File: config.mk
export PLATFORM = sky130hd
export DESIGN_NAME = long_press_power_off_controller
export DESIGN_NICKNAME = d
export VERILOG_FILES = /design/src/rtl/core/lppo_pkg.sv /design/src/rtl/core/lppo_step.sv /design/src/rtl/core/long_press_power_off_controller.sv
export SDC_FILE = /design/constraint.sdc
export NUM_CORES = 1
export LEC_CHECK = 0
export BUFFER_PORTS_ARGS = -buffer_cell sky130_fd_sc_hd__buf_4
export CORE_ASPECT_RATIO = 0.6
export CORE_UTILIZATION = 55
export DETAILED_ROUTE_END_ITERATION = 12
export GPL_TIMING_DRIVEN = 0
export HOLD_SLACK_MARGIN = 0.06
export PLACE_DENSITY = 0.76
export SLEW_MARGIN = 20
export SYNTH_ARGS = -nofsm -noshare
export SYNTH_HDL_FRONTEND = slang
export SYNTH_SLANG_ARGS = --single-unit
export TNS_END_PERCENT = 1
File: constraint.sdc
create_clock -name clk_i -period 9.6 [get_ports clk_i]
set_clock_uncertainty 0.2 [all_clocks]
set_input_delay 1.44 -clock clk_i [delete_from_list [all_inputs] [get_ports clk_i]]
set_output_delay 1.44 -clock clk_i [all_outputs]
set_load 0.03 [all_outputs]
File: src/rtl/core/lppo_pkg.sv
// package for the long-press power-off controller: types, constants and helpers
`timescale 1ns / 1ps

package lppo_pkg;

  localparam int unsigned CountWidth = 16;
  localparam int unsigned CfgWidth   = 16;
  localparam int unsigned CmpWidth   = (CountWidth > CfgWidth) ? CountWidth : CfgWidth;
  localparam int unsigned CfgAddrWidth = 2;

  localparam logic [CfgWidth-1:0] StartupTicksReset   = CfgWidth'(250);
  localparam logic [CfgWidth-1:0] LongPressTicksReset = CfgWidth'(50);
  localparam logic [CfgWidth-1:0] OffDelayTicksReset  = CfgWidth'(20);

  typedef logic [CountWidth-1:0] count_t;
  typedef logic [CfgWidth-1:0]   cfg_word_t;

  typedef enum logic [CfgAddrWidth-1:0] {
    RegStartupTicks   = 2'd0,
    RegLongPressTicks = 2'd1,
    RegOffDelayTicks  = 2'd2
  } cfg_reg_e;

  typedef struct packed {
    cfg_word_t startup_ticks;
    cfg_word_t long_press_ticks;
    cfg_word_t off_delay_ticks;
  } cfg_t;

  typedef struct packed {
    logic   startup_active;
    count_t startup_count;
    logic   button_released_once;
    logic   press_counting;
    count_t press_count;
    logic   request_pending;
    logic   shutting_down;
    count_t off_count;
    logic   done;
    logic   led_level;
  } state_t;

  typedef struct packed {
    logic halted;
    logic show_off_pulse;
    logic power_hold;
    logic led_on;
  } result_t;

  localparam state_t StateReset = '{
    startup_active:       1'b1,
    startup_count:        '0,
    button_released_once: 1'b0,
    press_counting:       1'b0,
    press_count:          '0,
    request_pending:      1'b0,
    shutting_down:        1'b0,
    off_count:            '0,
    done:                 1'b0,
    led_level:            1'b1
  };

  function automatic count_t sat_inc(input count_t v);
    count_t r;
    r = (v == '1) ? v : v + count_t'(1);
    return r;
  endfunction

  // count reaches threshold, compared at a common width
  function automatic logic reached(input count_t cnt, input cfg_word_t thr);
    logic r;
    r = CmpWidth'(cnt) >= CmpWidth'(thr);
    return r;
  endfunction

endpackage

File: src/rtl/core/lppo_step.sv
// per-tick update of the power-off state and the result beat
`timescale 1ns / 1ps

module lppo_step
  import lppo_pkg::*;
(
  input  state_t  state_i,
  input  cfg_t    cfg_i,
  input  logic    button_i,
  input  logic    request_i,
  output state_t  state_o,
  output result_t result_o
);

  state_t n;
  logic   start;
  logic   pulse;

  always_comb begin
    n     = state_i;
    start = 1'b0;
    pulse = 1'b0;
    if (state_i.done) begin
      result_o = '{halted: 1'b1, show_off_pulse: 1'b0, power_hold: 1'b0, led_on: 1'b0};
    end else begin
      if (request_i) n.request_pending = 1'b1;

      // release tracking first, long-press tracking after that
      if (!state_i.button_released_once) begin
        if (!button_i) n.button_released_once = 1'b1;
      end else if (!state_i.shutting_down) begin
        if (button_i && !state_i.press_counting) begin
          n.press_counting = 1'b1;
          n.press_count    = '0;
        end else if (button_i) begin
          n.press_count = sat_inc(state_i.press_count);
        end else begin
          n.press_counting = 1'b0;
        end
        if (n.press_counting && reached(n.press_count, cfg_i.long_press_ticks)) begin
          n.request_pending = 1'b1;
        end
      end

      if (n.button_released_once && n.request_pending && !state_i.shutting_down) begin
        start             = 1'b1;
        pulse             = 1'b1;
        n.shutting_down   = 1'b1;
        n.request_pending = 1'b0;
        n.led_level       = 1'b1;
        n.off_count       = '0;
      end

      if (state_i.startup_active && !n.shutting_down) begin
        if (reached(state_i.startup_count, cfg_i.startup_ticks)) begin
          n.led_level      = 1'b0;
          n.startup_active = 1'b0;
        end else begin
          n.startup_count = sat_inc(state_i.startup_count);
        end
      end

      // off timer never fires on the starting tick
      if (n.shutting_down && !start) begin
        n.off_count = sat_inc(state_i.off_count);
        if (reached(n.off_count, cfg_i.off_delay_ticks)) begin
          n.led_level = 1'b0;
          n.done      = 1'b1;
        end
      end

      result_o = '{halted: n.done, show_off_pulse: pulse, power_hold: !n.done,
                   led_on: n.led_level};
    end
    state_o = n;
  end

endmodule

File: src/rtl/core/long_press_power_off_controller.sv
// top level of the long-press power-off controller
`timescale 1ns / 1ps

// a tick beat accepted at one edge shows its result beat in the next cycle
// throughput: one tick beat per cycle, input stalls only while a result beat waits unread
// the tick update is one pass through lppo_step between the state and result registers
// reset: async active low, state to power-up values, config to defaults, output empty
module long_press_power_off_controller
  import lppo_pkg::*;
(
  input  logic                    clk_i,
  input  logic                    rst_ni,
  // tick stream
  input  logic                    s_axis_tvalid,
  output logic                    s_axis_tready,
  input  logic [7:0]              s_axis_tdata,   // [0] button_pressed, [1] shutdown_request
  // result stream
  output logic                    m_axis_tvalid,
  input  logic                    m_axis_tready,
  output logic [7:0]              m_axis_tdata,   // [0] led_on, [1] power_hold,
                                                  // [2] show_off_pulse, [3] halted
  // register writes
  input  logic                    cfg_valid_i,
  output logic                    cfg_ready_o,
  input  logic [CfgAddrWidth-1:0] cfg_addr_i,
  input  logic [CfgWidth-1:0]     cfg_data_i
);

  cfg_t    cfg_q;
  state_t  state_q, state_d;
  result_t result_d, result_q;
  logic    out_valid_q;
  logic    in_fire;

  assign cfg_ready_o   = 1'b1;
  assign s_axis_tready = !out_valid_q || m_axis_tready;
  assign in_fire       = s_axis_tvalid && s_axis_tready;

  always_ff @(posedge clk_i or negedge rst_ni) begin
    if (!rst_ni) begin
      cfg_q <= '{startup_ticks: StartupTicksReset, long_press_ticks: LongPressTicksReset,
                 off_delay_ticks: OffDelayTicksReset};
    end else if (cfg_valid_i) begin
      unique case (cfg_reg_e'(cfg_addr_i))
        RegStartupTicks:   cfg_q.startup_ticks    <= cfg_data_i;
        RegLongPressTicks: cfg_q.long_press_ticks <= cfg_data_i;
        RegOffDelayTicks:  cfg_q.off_delay_ticks  <= cfg_data_i;
        default: ;
      endcase
    end
  end

  lppo_step u_step (
    .state_i   (state_q),
    .cfg_i     (cfg_q),
    .button_i  (s_axis_tdata[0]),
    .request_i (s_axis_tdata[1]),
    .state_o   (state_d),
    .result_o  (result_d)
  );

  always_ff @(posedge clk_i or negedge rst_ni) begin
    if (!rst_ni) begin
      state_q     <= StateReset;
      out_valid_q <= 1'b0;
    end else begin
      if (in_fire) begin
        state_q <= state_d;
      end
      if (in_fire) begin
        out_valid_q <= 1'b1;
      end else if (m_axis_tready) begin
        out_valid_q <= 1'b0;
      end
    end
  end

  always_ff @(posedge clk_i) begin
    if (in_fire) result_q <= result_d;
  end

  assign m_axis_tvalid = out_valid_q;
  assign m_axis_tdata  = {4'b0000, result_q.halted, result_q.show_off_pulse,
                          result_q.power_hold, result_q.led_on};

  // once halted the block stays halted until reset
  assert property (@(posedge clk_i) disable iff (!rst_ni)
    state_q.done |=> state_q.done)
    else $error("halt state left without reset");

  // every accepted tick beat yields a result beat on the next cycle
  assert property (@(posedge clk_i) disable iff (!rst_ni)
    in_fire |=> m_axis_tvalid)
    else $error("accepted tick beat produced no result beat");

  // the notify pulse only comes on a tick that starts shutdown
  assert property (@(posedge clk_i) disable iff (!rst_ni)
    (in_fire && state_q.shutting_down) |=> !result_q.show_off_pulse)
    else $error("notify pulse while already shutting down");

  // power is never released before shutdown has started
  assert property (@(posedge clk_i) disable iff (!rst_ni)
    (in_fire && !state_q.shutting_down) |=> result_q.power_hold)
    else $error("power released without a shutdown sequence");

endmodule

======== After elaboration in Yosys (flattened, before gate mapping) ========
Index checks and enable logic that the tools add are counted.
word-level totals
  register bits after elaboration ......... 108
  input bits .............................. 31
  output and inout bits ................... 11
  logic and storage cells ................. 88
cells by class
  add/subtract/negate cells ............... 3
  order comparisons ....................... 3
  equality and inequality tests ........... 6
  mux-type cells .......................... 29
  bitwise logic cells ..................... 3
  reduce and logical (&&, ||, !) cells .... 26
operators with widths
  kind                     count
  $mux W18                 7
  $mux W17                 4
  $add A16 B1 Y16 const B  3
  $eq A16 B16 Y1 const B   3
  $ge A16 B16 Y1           3
  $mux W16                 3
  $mux W1                  13
  $reduce_and A2 Y1        4
  $reduce_and A4 Y1        2
  $logic_and A1 B1 Y1      7
  $logic_not A1 Y1         6
  $reduce_and A5 Y1        1
  $mux W2                  2
  $reduce_bool A2 Y1       2
  $not A1 Y1               3
  $reduce_and A3 Y1        1
  $reduce_bool A3 Y1       1
  $eq A2 B1 Y1 const B     1
  $eq A2 B2 Y1 const B     1
  $logic_not A2 Y1         1
  $ne A2 B2 Y1 const B     1
  $logic_or A1 B1 Y1       1

======== Depth between registers and ports, before layout ========
  depth after elaboration ................. 24
  mapped depth ............................ 16
  depth with buffers taken out ............ 15

======== Modules after synthesis ========
A second synthesis with hierarchy kept.
unflattened totals
  cells, all modules ...................... 717
  area, all modules ....................... 7185.6 µm²
modules (own cells, without submodules)
  module                           times used  cells each  area an instance (µm²)  seq. area each (µm²)
  long_press_power_off_controller  1           234         4095.2                  2738.9
  lppo_step                        1           483         3090.5                  0.0

======== Worst setup path after synthesis ========
Ideal clock, no wire load.
  path type ............................... input-to-reg
  start ................................... in s_axis_tdata[0]
  end ..................................... reg state_q[52] (netlist name)
  library setup time ...................... 0.123 ns
  data arrival time ....................... 4.446 ns
  required time ........................... 9.277 ns
  setup slack ............................. 4.832 ns
  stages .................................. 14
  buffers on the path ..................... 2
  cell sequence ........................... clkbuf_1 -> inv_1 -> nor2_1 -> nor2_1 -> a41o_1 -> ha_1 -> a211o_1 -> a31oi_1 -> o221ai_1 -> a211o_1 -> a2111oi_4 -> buf_6 -> nand4_1 -> xnor2_1
on the way
  cells in the longest elaborated chain, start to end .. 18
  elaborated cells between the ends (all ways) .. 23
  those cells by class .................... 1 x order compare; 15 x mux; 7 x reduce/logical
ends and longest elaborated chain
  item                                                    RTL line                               source
  from (decl)                                             long_press_power_off_controller.sv:16  input logic [7:0] s_axis_tdata,
  $mux W16 / $logic_and A1 B1 Y1 (equally long branches)  lppo_step.sv:35, lppo_step.sv:32
  $mux W17                                                lppo_step.sv:32                        if (button_i && !state_i.press_counting) begin
  $mux W17                                                lppo_step.sv:31                        end else if (!state_i.shutting_down) begin
  $mux W17                                                lppo_step.sv:29                        if (!state_i.button_released_once) begin
  $mux W17                                                lppo_step.sv:23                        if (state_i.done) begin
  $ge A16 B16 Y1                                          lppo_pkg.sv:72                         r = CmpWidth'(cnt) >= CmpWidth'(thr);
  $logic_and A1 B1 Y1                                     lppo_step.sv:40                        if (n.press_counting && reached(n.press_count, cfg_i.long_press_ticks)) begin
  $mux W1                                                 lppo_step.sv:40
  $mux W18                                                lppo_step.sv:31
  $mux W18                                                lppo_step.sv:29
  $mux W18                                                lppo_step.sv:23
  $logic_and A1 B1 Y1 * (2 in a row)                      lppo_step.sv:45                        if (n.button_released_once && n.request_pending && !state_i.shutting_down) begin
  $mux W18 *                                              lppo_step.sv:45
  $mux W18 *                                              lppo_step.sv:23
  $logic_not A1 Y1 *                                      lppo_step.sv:54                        if (state_i.startup_active && !n.shutting_down) begin
  $logic_and A1 B1 Y1 *                                   lppo_step.sv:54
  $reduce_and A5 Y1 (no source line) *                    --
  to (signal assigned)                                    long_press_power_off_controller.sv:64  state_q <= StateReset;
  to (signal assigned)                                    long_press_power_off_controller.sv:68  state_q <= state_d;
  to (decl)                                               long_press_power_off_controller.sv:30  state_t state_q, state_d;
Mark *: on every way between the ends. The rest lies on a longest branch, timed or not. The select of a mux whose other input is x is not followed.
A chain may end at the register's enable or synchronous reset.

======== Final worst setup path ========
Same ends and word-level chain as after synthesis.

==> qor.txt <==
Avg Cell Area, Syn - 9.45 um^2
Antenna Violating Nets Remaining - 0
all-layer global routing usage - 26.5%
largest family of logic cells by synthesized area - simple AND/OR/NAND/NOR gates
area grow syn2layout - 11.2%
Post CTS Setup Buffer Count - 0
vias in the first global route - 5087
synth top area cells - dfrtp_1, ha_1, mux2_2
CTS tree - yes
Post-Synthesis Cells - 676
Hold Crit Depth - 1
Iteration-0 DRC Markers - 470
GR Overflow Total - 0
final hold vios - 0
Synth Register Bits - 108
Reg clk slew, reported paths - 0.07 ns
PostCTS Resize Cnt - 0
Yosys cell types - 55
die area - 12100 um^2
leading area contributor after synthesis - dfrtp_1
HP Start - state_q[52]
Max Slew Vio Count - 0
cts hold-fix bufs - 0
HPWL Detailed - 11.0 mm
number of synthesized flops with an enable pin - 4
I/O pin count - 42
Startpoint Class - input pin
nets - 802
RSZ-0062 raised after global routing - false
Setup Viol. Count Final - 0
most used flip-flop cell after synthesis - dfrtp_1
post-layout minimum cycle time - 5.33 ns
synthesized-area fraction occupied by adder cells - 9.99%
XOR/XNOR share of the synthesized area - 5.07%
Mapped Area - 6390 um^2
r2r startpoint - state_q[24]
critical path required time - 9.65 ns
Starting Density - 56.5%
final core occ - 62.9%
CP Capture Type - flip-flop
Die Y-Extent - 85.5 um
deepest clock path buffer count - 2
count leader, synth - dfrtp_1
ys async rst share - 96.3%
Tcrit/Tclk final - 55.6%
worst reg-to-reg path cell count - 16
R2R Setup Slk - 4.75 ns
global-route wire length before repair - 24.8 mm
# rows - 30
PwrDens - 162 nW/um^2
Hold Slack - 0.299 ns
drt wl/cell - 16.7 um
core area - 11300 um^2
clk sink count - 108
Leak - 3.23 nW
register area share after synthesis - 42.9%
post-synthesis mux area share - 6.47%
CTS buffer count - 9
htree depth - 3
Worst Max-Slew Pin Slew - 0.971 ns
Crit Path Category - input pin to flip-flop
ratio of cells with drive above 1 in the final layout - 14.6%
HP Class - flip-flop to flip-flop
clk_lat worst skew - 0.36 ns
total negative slack - 0 ns
VDD IR-drop max - 101 uV
first-pass detailed-route iteration total - 5
root buf cell - clkbuf_16
Worst Path Arrival - 5.38 ns
DRC violations left - 0
Hold EP - state_q[52]
top cells by count, synth - dfrtp_1, nand2_1, inv_1, ha_1, o21ai_0
fmax - 0.187 GHz
final WL - 14.8 mm
vias - 5187
Synth Area in Simple Gates - 16.2%
die width - 141 um
yosys warns - 0
Worst R2R End - state_q[52]
outcome - completed
Max-cap violations - 0
initial antenna violation count - 0
n_diodes - 0
pin count of the biggest net entering global routing - 105
vias per cell - 5.86
total power - 1.15 mW
Final GP Congestion - 0.924
Slew headroom - 35.3%
PortBufs - 30
Synth Area in Compound Gates - 14.0%
top-area cell type share of the netlist area - 35.7%
crit-path max FO - 10
## metrics by stage
step           instances  cell area, um^2  setup slack (ns)
6_report             885             7100              4.27
3_5_place_dp         869             6830              3.98
4_1_cts              885             7100              4.34
5_1_grt              885             7100              3.94
3_3_place_gp         869             6820              4.03
2_1_floorplan        679             6400              4.83
## cell type report
| cell class | count | area [um^2] |
|---|---|---|
| Tap cell | 160 | 200 |
| Clock inverter | 7 | 50.0 |
| Sequential cell | 108 | 2740 |
| Timing Repair Buffer | 30 | 229 |
| Buffer | 23 | 114 |
| Clock buffer | 9 | 225 |
| Fill cell | 892 | 4200 |
| Multi-Input combinational cell | 489 | 3320 |
| Inverter | 59 | 221 |
## worst max path at each step
stage          cells after the start  slack [ns]            start           to
2_1_floorplan                     14        4.83  s_axis_tdata[0]  state_q[52]
3_3_place_gp                      15        4.03  s_axis_tdata[0]  state_q[52]
3_5_place_dp                      15        3.98  s_axis_tdata[0]  state_q[52]
4_1_cts                           15        4.34  s_axis_tdata[0]  state_q[52]
5_1_grt                           15        3.94  s_axis_tdata[0]  state_q[52]
6_report                          15        4.27  s_axis_tdata[0]  state_q[52]
## cell families (layout without fill, tap and decap cells)
| logic type | count (synthesis) | in the layout |
|---|---|---|
| flops | 108 | 108 |
| compound gates | 143 | 143 |
| other cells | 2 | 5 |
| fa+ha+maj | 51 | 51 |
| simple gates | 216 | 216 |
| mux | 37 | 37 |
| buf+inv | 82 | 128 |
| xor+xnor | 37 | 37 |
## critical path, stage by stage
cell and delay (ns):
buf_4 0.10, clkbuf_1 0.32, inv_1 0.15, nor2_1 0.49, clkbuf_1 0.42, a21oi_1 0.13, ha_1 0.21, a211o_1 0.24
a31oi_1 0.14, o221ai_1 0.18, a211o_1 0.39, a2111oi_4 0.64, buf_6 0.23, nand4_1 0.13, xnor2_1 0.15
## state kept, by name, indices dropped and copies added, names as in the netlist
register / cells
m_axis_tvalid: 1
state_q: 55
cfg_q: 48
m_axis_tdata: 4
## cell usage in the layout (no fill, tap or decap), types with 3 or more instances in the layout
master and n:
dfrtp_1 91, nand2_1 70, inv_1 59, ha_1 51
o21ai_0 45, nor2_1 44, a21oi_1 41, mux2_2 34
buf_4 34, nand3_1 33, xnor2_1 31, nand4_1 18
clkbuf_1 16, dfstp_2 13, and3_1 10, nor3_1 10
o31ai_1 9, clkbuf_16 9, a31oi_1 8, a21o_1 6
nand2b_1 6, xor2_1 6, a22o_1 5, or3_1 5
conb_1 5, o211ai_1 4, o2bb2ai_1 4, nand3b_1 4
and2_1 4, edfxtp_1 4, mux2i_1 3, a211oi_1 3
nor4_1 3, clkinv_2 3
## per-layer routing
layer	wire length (um)	vias up	track usage (%)
met5	0	-	0
met1	6840	2517	36.5
met3	1000	28	5.42
met2	6640	182	41.4
li1	-	2460	-
met4	310	0	9.98
## report_power, final
part | leakage (nW) | switching, mW | internal (mW)
Sequential | 1.33 | 0.0325 | 0.514
Combinational | 1.77 | 0.140 | 0.103
Clock | 0.134 | 0.179 | 0.178
Total | 3.23 | 0.352 | 0.795
Power figures use the tool's default switching activity.
